==> src/hdl/utf8_sanitizer_defines.svh <==
// Assertion macros shared by the utf8_sanitizer RTL.
// Expects clk and rst in the including module's scope.
`ifndef UTF8_SANITIZER_DEFINES_SVH
`define UTF8_SANITIZER_DEFINES_SVH
`ifndef NO_ASSERTIONS
// Clocked check, idle while reset is high
`define UTF8S_ASSERT(lbl, prop, msg) \
  lbl: assert property (@(posedge clk) disable iff (rst) prop) else $error(msg);
// Clocked check that also holds during reset
`define UTF8S_ASSERT_ALWAYS(lbl, prop, msg) \
  lbl: assert property (@(posedge clk) prop) else $error(msg);
`else
`define UTF8S_ASSERT(lbl, prop, msg)
`define UTF8S_ASSERT_ALWAYS(lbl, prop, msg)
`endif
`endif

==> src/hdl/utf8s_pkg.sv <==
// Shared types and constants for the UTF-8 sanitizer.
// No dependencies.
package utf8s_pkg;

  // Replacement character U+FFFD in UTF-8
  localparam logic [7:0] REPL_B0 = 8'hEF;
  localparam logic [7:0] REPL_B1 = 8'hBF;
  localparam logic [7:0] REPL_B2 = 8'hBD;

  // Command queue between judge and output stages
  localparam int QDEPTH = 2;
  localparam int QPTR_W = 1;
  localparam int QCNT_W = 2;

  // One judged sequence: up to four bytes, oldest in bytes[0]
  typedef struct packed {
    logic [3:0][7:0] bytes;
    logic [1:0]      cnt_m1;  // byte count minus one
    logic            last;    // final sequence caused by this input byte
    logic            done;    // final sequence of the text
  } cmd_t;

  typedef enum logic {
    FS_IDLE,
    FS_JUDGE
  } fsm_t;

endpackage

==> src/hdl/utf8s_front.sv <==
// Front stage: accepts input bytes, keeps the pending window and judges
// one sequence per cycle into commands unless q_full. Needs utf8s_pkg.
module utf8s_front import utf8s_pkg::*; (
  input  logic       clk,
  input  logic       rst,
  input  logic       s_tvalid,
  output logic       s_tready,
  input  logic [7:0] s_tdata,   // [7:0] in_byte
  input  logic       s_tlast,   // text_end
  output logic       push,
  output cmd_t       cmd,
  input  logic       q_full
);

  `include "utf8_sanitizer_defines.svh"

  // Sequence length from a lead byte; zero for a byte that cannot lead
  function automatic logic [2:0] lead_len(input logic [7:0] b);
    logic [2:0] r;
    r = 3'd0;
    if (b <= 8'h7F)                    r = 3'd1;
    else if (b >= 8'hC2 && b <= 8'hDF) r = 3'd2;
    else if (b >= 8'hE0 && b <= 8'hEF) r = 3'd3;
    else if (b >= 8'hF0 && b <= 8'hF4) r = 3'd4;
    return r;
  endfunction

  function automatic logic is_cont(input logic [7:0] b);
    return (b & 8'hC0) == 8'h80;
  endfunction

  function automatic logic seq_ok(input logic [3:0][7:0] w, input logic [2:0] len);
    logic r;
    r = 1'b0;
    unique case (len)
      3'd1: r = 1'b1;
      3'd2: r = is_cont(w[1]);
      3'd3: r = is_cont(w[1]) && is_cont(w[2])
                && (w[0] != 8'hE0 || w[1] >= 8'hA0)
                && (w[0] != 8'hED || w[1] <= 8'h9F);
      3'd4: r = is_cont(w[1]) && is_cont(w[2]) && is_cont(w[3])
                && (w[0] != 8'hF0 || w[1] >= 8'h90)
                && (w[0] != 8'hF4 || w[1] <= 8'h8F);
      default: r = 1'b0;
    endcase
    return r;
  endfunction

  fsm_t            state, state_next;
  logic [3:0][7:0] win;
  logic [2:0]      n;
  logic            at_end;

  logic [2:0]      len, adv, n_after, len2;
  logic            incomplete, stop, ok, last;
  logic [31:0]     shifted;

  // Judge the sequence at the head of the window
  always_comb begin
    len        = lead_len(win[0]);
    incomplete = (len != 3'd0) && (len > n);
    stop       = incomplete && !at_end;
    ok         = (len != 3'd0) && !incomplete && seq_ok(win, len);
    adv        = ok ? len : 3'd1;
    n_after    = n - adv;
    shifted    = win >> {adv, 3'b000};
    len2       = lead_len(shifted[7:0]);
    // Look ahead: does the next judgment stall or run out of bytes
    last       = (n_after == 3'd0) ||
                 (!at_end && (len2 != 3'd0) && (len2 > n_after));
  end

  // Build the command
  always_comb begin
    if (ok) begin
      cmd.bytes  = win;
      cmd.cnt_m1 = 2'(len - 3'd1);
    end else begin
      cmd.bytes  = {8'h00, REPL_B2, REPL_B1, REPL_B0};
      cmd.cnt_m1 = 2'd2;
    end
    cmd.last = last;
    cmd.done = last && at_end;
  end

  // Next state
  always_comb begin
    state_next = state;
    unique case (state)
      FS_IDLE: begin
        if (s_tvalid) state_next = FS_JUDGE;
      end
      FS_JUDGE: begin
        if (stop || (!q_full && last)) state_next = FS_IDLE;
      end
      default: state_next = FS_IDLE;
    endcase
  end

  // Outputs
  always_comb begin
    s_tready = 1'b0;
    push     = 1'b0;
    unique case (state)
      FS_IDLE:  s_tready = 1'b1;
      FS_JUDGE: push     = !stop && !q_full;
      default: begin
        s_tready = 1'b0;
        push     = 1'b0;
      end
    endcase
  end

  // Control registers
  always_ff @(posedge clk) begin
    if (rst) begin
      state <= FS_IDLE;
      n     <= 3'd0;
    end else begin
      state <= state_next;
      if (s_tvalid && s_tready) n <= n + 3'd1;
      else if (push)            n <= n_after;
    end
  end

  // Window bytes: append on transfer, drop judged bytes on push
  always_ff @(posedge clk) begin
    if (s_tvalid && s_tready) begin
      win[n[1:0]] <= s_tdata;
      at_end      <= s_tlast;
    end else if (push) begin
      win <= shifted;
    end
  end

  `UTF8S_ASSERT(a_judge_has_bytes, (state == FS_JUDGE) |-> (n != 3'd0), "judging an empty window")
  `UTF8S_ASSERT(a_idle_pending_le3, (state == FS_IDLE) |-> (n <= 3'd3), "more than three pending bytes")
  `UTF8S_ASSERT(a_flush_at_end, (push && cmd.done) |=> (n == 3'd0), "bytes left after end of text")

endmodule

==> src/hdl/utf8s_queue.sv <==
// Short command queue between the judge and output stages.
// Depends on utf8s_pkg.
module utf8s_queue import utf8s_pkg::*; (
  input  logic clk,
  input  logic rst,
  input  logic push,
  input  cmd_t wr_cmd,
  output logic full,
  output logic q_valid,
  output cmd_t head,
  input  logic pop
);

  `include "utf8_sanitizer_defines.svh"

  cmd_t              slots [QDEPTH];
  logic [QPTR_W-1:0] wr_ptr, rd_ptr;
  logic [QCNT_W-1:0] count;

  assign full    = (count == QCNT_W'(QDEPTH));
  assign q_valid = (count != '0);
  assign head    = slots[rd_ptr];

  // Advance pointers and occupancy
  always_ff @(posedge clk) begin
    if (rst) begin
      wr_ptr <= '0;
      rd_ptr <= '0;
      count  <= '0;
    end else begin
      if (push) wr_ptr <= wr_ptr + 1'b1;
      if (pop)  rd_ptr <= rd_ptr + 1'b1;
      if (push && !pop)      count <= count + 1'b1;
      else if (pop && !push) count <= count - 1'b1;
    end
  end

  // Store incoming command
  always_ff @(posedge clk) begin
    if (push) slots[wr_ptr] <= wr_cmd;
  end

  `UTF8S_ASSERT(a_no_overflow, !(push && full), "push into full queue")
  `UTF8S_ASSERT(a_no_underflow, !(pop && !q_valid), "pop from empty queue")

endmodule

==> src/hdl/utf8s_back.sv <==
// Output stage: expands queued commands into one byte per transfer,
// holding each byte in an output register. Depends on utf8s_pkg.
module utf8s_back import utf8s_pkg::*; (
  input  logic       clk,
  input  logic       rst,
  input  logic       q_valid,
  input  cmd_t       head,
  output logic       pop,
  output logic       m_tvalid,
  input  logic       m_tready,
  output logic [7:0] m_tdata,   // [7:0] out_byte
  output logic       m_tuser,   // run_last
  output logic       m_tlast    // text_done
);

  `include "utf8_sanitizer_defines.svh"

  logic [1:0] idx;
  logic       load, final_byte;

  assign load       = q_valid && (!m_tvalid || m_tready);
  assign final_byte = (idx == head.cnt_m1);
  assign pop        = load && final_byte;

  // Valid flag and byte index
  always_ff @(posedge clk) begin
    if (rst) begin
      m_tvalid <= 1'b0;
      idx      <= 2'd0;
    end else if (load) begin
      m_tvalid <= 1'b1;
      idx      <= final_byte ? 2'd0 : idx + 2'd1;
    end else if (m_tready) begin
      m_tvalid <= 1'b0;
    end
  end

  // Load next byte with its flags
  always_ff @(posedge clk) begin
    if (load) begin
      m_tdata <= head.bytes[idx];
      m_tuser <= final_byte && head.last;
      m_tlast <= final_byte && head.done;
    end
  end

  `UTF8S_ASSERT(a_idx_in_range, q_valid |-> (idx <= head.cnt_m1), "byte index past command")
  `UTF8S_ASSERT(a_idx_rest, !q_valid |-> (idx == 2'd0), "byte index not at start")

endmodule

==> src/hdl/utf8_sanitizer.sv <==
// Top level of the UTF-8 sanitizer: judge front end, command queue and
// byte output stage. Depends on utf8s_pkg, utf8s_front, utf8s_queue, utf8s_back.

// Bytes of a text enter one per transfer, s_tlast on the last byte. Valid
// UTF-8 sequences leave unchanged; a bad or truncated lead byte leaves as
// EF BF BD and judging resumes at the following byte. Up to three bytes
// of an unfinished sequence stay pending until it completes or the text
// ends; an input byte may therefore cause no output at all. m_tuser marks
// the last output byte caused by an input byte, m_tlast the final byte
// of the text. The front end takes a byte, then judges the sequences
// from it (one to four) into commands, holding while the queue is full,
// or judges nothing while the sequence is still incomplete; it does not
// take a new byte during judging. A two-entry command queue then feeds
// the output register, which sends one byte per cycle unless m_tready is
// low or the queue is empty. A replaced byte leaves as three bytes
// through the single-byte output port.
module utf8_sanitizer import utf8s_pkg::*; (
  input  logic       clk,
  input  logic       rst,
  input  logic       s_tvalid,
  output logic       s_tready,
  input  logic [7:0] s_tdata,   // [7:0] in_byte
  input  logic       s_tlast,   // text_end
  output logic       m_tvalid,
  input  logic       m_tready,
  output logic [7:0] m_tdata,   // [7:0] out_byte
  output logic       m_tuser,   // run_last
  output logic       m_tlast    // text_done
);

  logic push, q_full, q_valid, pop;
  cmd_t cmd, head;

  utf8s_front u_front (
    .clk      (clk),
    .rst      (rst),
    .s_tvalid (s_tvalid),
    .s_tready (s_tready),
    .s_tdata  (s_tdata),
    .s_tlast  (s_tlast),
    .push     (push),
    .cmd      (cmd),
    .q_full   (q_full)
  );

  utf8s_queue u_queue (
    .clk     (clk),
    .rst     (rst),
    .push    (push),
    .wr_cmd  (cmd),
    .full    (q_full),
    .q_valid (q_valid),
    .head    (head),
    .pop     (pop)
  );

  utf8s_back u_back (
    .clk      (clk),
    .rst      (rst),
    .q_valid  (q_valid),
    .head     (head),
    .pop      (pop),
    .m_tvalid (m_tvalid),
    .m_tready (m_tready),
    .m_tdata  (m_tdata),
    .m_tuser  (m_tuser),
    .m_tlast  (m_tlast)
  );

endmodule

==> config.mk <==
export PLATFORM = sky130hd
export DESIGN_NAME = utf8_sanitizer
export DESIGN_NICKNAME = d
export VERILOG_FILES = /design/src/hdl/utf8s_pkg.sv /design/src/hdl/utf8s_front.sv /design/src/hdl/utf8s_queue.sv /design/src/hdl/utf8s_back.sv /design/src/hdl/utf8_sanitizer.sv
export VERILOG_INCLUDE_DIRS = /design/src /design/src/hdl
export SDC_FILE = /design/constraint.sdc
export NUM_CORES = 1
export LEC_CHECK = 0
export ABC_AREA = 1
export CAP_MARGIN = 20
export CORE_UTILIZATION = 58
export CTS_CLUSTER_DIAMETER = 120
export DETAILED_ROUTE_END_ITERATION = 10
export DONT_BUFFER_PORTS = 1
export PLACE_DENSITY = 0.74
export SYNTH_ARGS = -nofsm -noshare
export SYNTH_HDL_FRONTEND = slang
export SYNTH_SLANG_ARGS = --single-unit
==> constraint.sdc <==
create_clock -name clk -period 6.95 [get_ports clk]
set_input_delay 0.695 -clock clk [delete_from_list [all_inputs] [get_ports clk]]
set_output_delay 0.695 -clock clk [all_outputs]
set_load 0.005 [all_outputs]
==> results of run 1 <==
==> layer usage <==
metal / up-vias / GRT usage, %
li1: 2296 / -
met5: - / 0
met2: 247 / 47.6
met4: 0 / 11.9
met1: 2268 / 41.1
met3: 34 / 5.71
==> power groups by stage <==
| stage | Clock (uW) | Sequential, uW | Combinational, uW |
|---|---|---|---|
| floorplan | 0 | 1380 | 1140 |
| finish | 953 | 1450 | 1530 |
| detailed placement | 0 | 1460 | 1500 |
| global route | 990 | 1470 | 1710 |
| CTS | 957 | 1450 | 1510 |
| global placement | 0 | 1450 | 1450 |
==> state kept, by name (all words and copies together), names as in the netlist, 2 cells and up, named ones only <==
name and cells:
u_back.idx 2, u_back.m_tdata 8, u_front.n 3, u_front.win 32
u_queue.count 2, u_queue.slots 72
==> area by class of cell <==
cell class                 count  area share [%]
clock buffer                  18            5.87
multi-input combinational    435            32.1
timing repair buffer           6           0.809
clock inverter                14            3.02
inverter                      72            3.85
tap                          136            2.39
sequential                   127            51.9
==> through the flow <==
step	power (uW)	cells	hold WS (ns)
final	3930	808	0.222
after global routing	4170	808	0.201
after CTS	3910	807	0.207
after detailed placement	2960	775	0.483
after global placement	2900	775	0.472
after floorplan	2520	658	0.458
==> path summary, 6_finish.rpt <==
| check | startpoint | endpoint | slack (ns) | cells after the start |
|---|---|---|---|---|
| setup / recovery | u_front.win[2] | u_front.state | 1.97 | 26 |
| hold / removal | rst | u_front.state | 0.22 | 1 |
| setup reg to reg | u_front.win[2] | u_front.state | 1.97 | 26 |
| hold reg to reg | u_queue.count[1] | u_queue.count[1] | 0.50 | 2 |
==> synth_stat cells (2+ instances only) <==
cell / instances
edfxtp_1: 115
clkinv_1: 2
nand3_4: 3
nand3_1: 27
o32ai_1: 8
nor2_1: 105
o22ai_1: 24
inv_1: 62
clkbuf_1: 17
inv_2: 6
o221ai_1: 2
o21a_1: 3
nand2_1: 104
nor3_1: 2
buf_1: 2
buf_4: 2
ha_1: 15
nor2_4: 2
o21ai_0: 50
buf_2: 2
a31oi_1: 8
or2_2: 13
nand2_2: 10
nor2_2: 3
nand4_1: 13
xor2_1: 5
dfxtp_1: 12
a211oi_1: 2
a21oi_1: 27
==> logic make-up after synthesis <==
group | after synthesis | share of synthesized area, %
simple gates | 283 | 19.8
xor+xnor | 5 | 0.689
flops | 127 | 58.1
fa+ha+maj | 16 | 3.27
compound gates | 131 | 12.1
buf+inv | 96 | 6.01
==> critical path, stage by stage, from the launching register on <==
cell and delay, ns:
edfxtp_1 0.45, inv_1 0.11, nand2_1 0.07, o311ai_0 0.29
o21ai_0 0.37, ha_1 0.43, nand2_1 0.06, o21ai_0 0.20
nand2_1 0.08, nand2_1 0.09, clkinv_2 0.22, nand3_4 0.37
ha_1 0.20, inv_1 0.05, fa_1 0.37, xor2_1 0.19
xor2_1 0.28, ha_1 0.31, nand2_1 0.08, nor2_1 0.04
a211oi_1 0.18, a311oi_1 0.07, nand2_1 0.10, nand2_2 0.06
nand2_1 0.06, nand2_1 0.06, a21oi_2 0.12
==> results.tsv, run 1 <==
metric	value	unit
Core Rows	37	
die height	107	microns
dpl cell area	0.00646	sq mm
die area	0.0114	sq mm
ANT nets after route	0	
hold_buf cts	0	
register area share after synthesis	58.1	%
synthesis-to-layout area growth	12.0	%
cells after synthesis	658	
Core Util, Final	68.0	%
GRT Total Usage	30.1	%
H-Tree Level Count	4	
number of CTS-inserted buffers	17	
RSZ-0062 raised after global routing	false	
antenna diode count	0	
Mapped Area	0.00635	sq mm
dominant synthesized flop cell	edfxtp_1	
number of global-route vias before repair	4663	
Post-synth ARST share	0	%
Final WS setup	1.97	ns
Root Buffer	clkbuf_8	
WP data arrival	5.45	ns
M1 WL	6650	microns
Final Cell Area	0.00712	sq mm
Area contributors post-synth	edfxtp_1 (54%), nor2_1 (6.2%), nand2_1 (6.1%), o21ai_0 (3.9%), dfxtp_1 (3.8%)	
commonest non-fill, non-tap cell in the layout	edfxtp_1	
status	finished, final reports clean	
Register Area	0.00369	sq mm
met3 wire length	1260	microns
DRT iter0 DRCs	556	
number of warnings issued by yosys	0	
Tmin final	4.98	ns
CP max FO	27	
Critical Path End Type	flop	
Flop pwr share	36.9	%
via count	4845	
share of the synthesized area in the top cell type	54.4	%
die width	107	microns
commonest non-fill, non-tap cells in the layout	edfxtp_1 (115), nand2_1 (104), nor2_1 (103)	
PortBufs	0	
syn nets	687	
Clk pwr share	24.2	%
first-pass GRT wire length	25100	microns
placeable core area	0.0105	sq mm
final worst path period share	71.7	%
clock slew at reported path FFs	0.06	ns
power per cell area	552	mW/mm^2
skew final	0.00804	ns
final setup TNS	0	ns
Final setup viols	0	
fill count	822	
Worst-Skew Late Latency	0.53	ns
Rel. slew slack	39.0	%
metal2 WL	7560	microns
Netlist cell types	41	
worst min path class	in -> reg	
Avg Vias per Cell	6.00	
clock tree from TritonCTS	built	
Detailed Place HPWL	11100	microns
share of layout cells above drive strength 1	12.1	%
Placer Congestion	0.912	
setup bufs post-CTS	0	
peak supply drop	0.239	mV
pre-CTS setup slack	1.99	ns
NetSw	1590	uW
syn avg cell area	9.65	sq um
# nets final	688	
CTS resizes	0	
Leak Pwr	0.00276	uW
Yosys reg bits	127	
pin count of the biggest net entering global routing	38	
logic gate share of total power	38.9	%
Int Pwr	2330	uW
Worst Path Required	7.42	ns
Multi-input gate area	0.00229	sq mm
total gr overflow	0	
Pre-antenna DRT Iters	6	
Fmax	0.201	GHz
initial antenna violation count	0	
remaining routing DRC violations	0	
Worst-Margin Slew	0.916	ns
Post-synth EDFFs	115	
I/O pins	25	
wire per inst	19.6	microns
switching portion of total power	40.6	%
CTS sink cnt	127	
Clock Path Buffers	2	
Yosys top cell by area	edfxtp_1	
final hold vios	0	
critical path class	reg -> reg	
Slew Viols, Final	0	
total wire length	15800	microns
max-cap viol count	0	
crit path launch type	flop	
max layer used	met4	
Initial Util	60.7	%
(Power assumes the default switching activity.)
==> inputs of run 2 (changes only) <==
clock period = 5.2 ns   (was 6.95 ns; I/O delays follow)
==> run 2 against run 1 <==
Effect of this change: critical path depth up 3; first-iteration DRC count down 15%; clock skew up 0.0014 ns; combinational power up 35%; sequential cell count unchanged; clock power up 7%; clock-buffer cell count up 2; via count up 0.54%; global-route usage down 0.094 points; sequential power up 34%; sequential share of layout area up 0.98 points; critical path type unchanged.
==> results.tsv, run 2 (synthesized netlist as in run 1, its figures left out) <==
metric	value	unit	change
die area	0.0114	sq mm	unchanged
status	finished, final reports clean		unchanged
pin count of the biggest net entering global routing	38		unchanged
placeable core area	0.0105	sq mm	unchanged
worst reg-to-reg setup slack	0.53	ns	was 1.97 ns
die height	107	microns	unchanged
final worst path period share	89.8	%	was 71.7%
switching portion of total power	41.8	%	was 40.6%
total gr overflow	0		unchanged
total wire length	15900	microns	was 15800 microns
Worst Hold Endpoint	u_front.state		unchanged
RSZ-0062 raised after global routing	false		unchanged
Initial Util	60.7	%	unchanged
PortBufs	0		unchanged
remaining routing DRC violations	0		unchanged
I/O pins	25		unchanged
clock slew at reported path FFs	0.06	ns	about the same
die width	107	microns	unchanged
Top reg by flops	u_queue.slots		unchanged
antenna diode count	0		unchanged
Pre-antenna DRT Iters	7		was 6
worst min path class	in -> reg		unchanged
share of layout cells above drive strength 1	11.0	%	was 12.1%
Detailed Place HPWL	11100	microns	about the same
Root Buffer	clkbuf_8		unchanged
number of global-route vias before repair	4688		was 4663
final setup TNS	0	ns	unchanged
dpl cell area	0.00648	sq mm	was 0.00646 sq mm
synthesis-to-layout area growth	9.95	%	was 12.0%
placed instance count	778		was 775
hold path depth	1		unchanged
Register Area	0.00369	sq mm	unchanged
Reg2Reg Capture Point	u_front.state		unchanged
fill count	844		was 822
slowest cell delay on critical path	0.43	ns	was 0.45 ns
Worst Path Required	5.61	ns	was 7.42 ns
clock tree from TritonCTS	built		unchanged
setup bufs post-CTS	0		unchanged
Slew Viols, Final	0		unchanged
power consumption	5020	uW	was 3930 uW
Critical Path End Type	flop		unchanged
Regs by FF count	u_queue.slots x72, u_front.win x32, u_back.m_tdata x8		unchanged
peak supply drop	0.432	mV	was 0.239 mV
GRT Total Usage	30.0	%	was 30.1%
Flop pwr share	38.6	%	was 36.9%
max reg flops	72		unchanged
NetSw	2100	uW	was 1590 uW
wire per inst	19.7	microns	was 19.6 microns
crit path launch type	flop		unchanged
slowest stage cell on the critical path	edfxtp_1		unchanged
Final setup viols	0		unchanged
skew final	0.00944	ns	was 0.00804 ns
Leak Pwr	0.00270	uW	was 0.00276 uW
H-Tree Level Count	4		unchanged
final hold vios	0		unchanged
max-cap viol count	0		unchanged
Int Pwr	2920	uW	was 2330 uW
WP data arrival	5.08	ns	was 5.45 ns
Layout Cells excl Fill	808		unchanged
Avg Vias per Cell	6.03		was 6.00
Multi-input gate area	0.00229	sq mm	unchanged
R2R depth	29		was 26
Worst R2R Start	u_front.win[3]		was u_front.win[2]
DRT iter0 DRCs	471		was 556
Clock Path Buffers	2		unchanged
Rel. slew slack	25.9	%	was 39.0%
Clk pwr share	20.3	%	was 24.2%
Core Util, Final	66.8	%	was 68.0%
Final Cell Area	0.00698	sq mm	was 0.00712 sq mm
CP max FO	26		was 27
# nets final	690		was 688
Worst-Skew Late Latency	0.53	ns	about the same
initial antenna violation count	0		unchanged
commonest non-fill, non-tap cell in the layout	edfxtp_1		unchanged
Fmax	0.214	GHz	was 0.201 GHz
power per cell area	718	mW/mm^2	was 552 mW/mm^2
first-pass GRT wire length	25000	microns	was 25100 microns
Crit path top cell by count	nand2_1		unchanged
Placer Congestion	0.919		was 0.912
via count	4871		was 4845
Tmin final	4.67	ns	was 4.98 ns
CTS sink cnt	127		unchanged
hold path start	rst		unchanged
critical path class	reg -> reg		unchanged
ANT nets after route	0		unchanged
number of CTS-inserted buffers	17		unchanged
logic gate share of total power	41.1	%	was 38.9%
commonest non-fill, non-tap cells in the layout	edfxtp_1 (115), nand2_1 (104), nor2_1 (103)		unchanged
hold_buf cts	0		unchanged
Core Rows	37		unchanged
Worst-Margin Slew	1.11	ns	was 0.916 ns
[run 2: per-stage QoR]
| step | hold WS (ns) | setup slack, ns |
|---|---|---|
| after floorplan | 0.458 | 0.511 |
| after global placement | 0.469 | 0.687 |
| after detailed placement | 0.497 | 0.531 |
| after CTS | 0.0227 | 0.470 |
| after global routing | 0.0167 | 0.0476 |
| final | 0.0479 | 0.532 |
[run 2: layout make-up]
cell class,instances,area share (%)
Sequential cell,127,52.9
Multi-Input combinational cell,435,32.7
Clock buffer,20,6.09
Inverter,72,3.92
Tap cell,136,2.44
Clock inverter,10,1.06
Timing Repair Buffer,8,0.860
[run 2: power groups by stage]
stage	Sequential, uW	Clock [uW]	Combinational, uW
final	1940	1020	2060
after global routing	1970	1070	2300
after CTS	1930	1030	2040
after detailed placement	1950	0	2020
after global placement	1930	0	1950
after floorplan	1840	0	1530
[run 2: worst max-delay path by stage]
| stage | startpoint | to | slack, ns |
|---|---|---|---|
| after floorplan | u_front.win[7] | u_front.state | 0.51 |
| after global placement | u_front.win[3] | u_front.state | 0.69 |
| after detailed placement | u_front.win[3] | u_front.state | 0.53 |
| after CTS | u_front.win[3] | u_front.state | 0.47 |
| after global routing | u_front.win[3] | u_front.state | 0.05 |
| final | u_front.win[3] | u_front.state | 0.53 |
[run 2: what timing repair did]
item / CTS / global route
resized for setup: 0 / 1
endpoints found under the setup margin: 0 / 5
endpoints found under the hold margin: 0 / 0
[run 2: worst max-delay path: cells and delay by family (launching register included)]
kind,cells,cell delay [ns]
AND/OR/NAND/NOR,16,1.43
AO/OA/AOI/OAI,7,1.25
buffers and inverters,4,0.78
adder cells (fa/ha/maj),2,0.68
flip-flops,1,0.43
[run 2: metal layers]
metal  global-route usage, %  part of all wire, %
met1                    40.2                   42
met2                    47.9                   47
met3                    7.72                  8.5
met4                    9.59                  1.9
met5                       0                    0
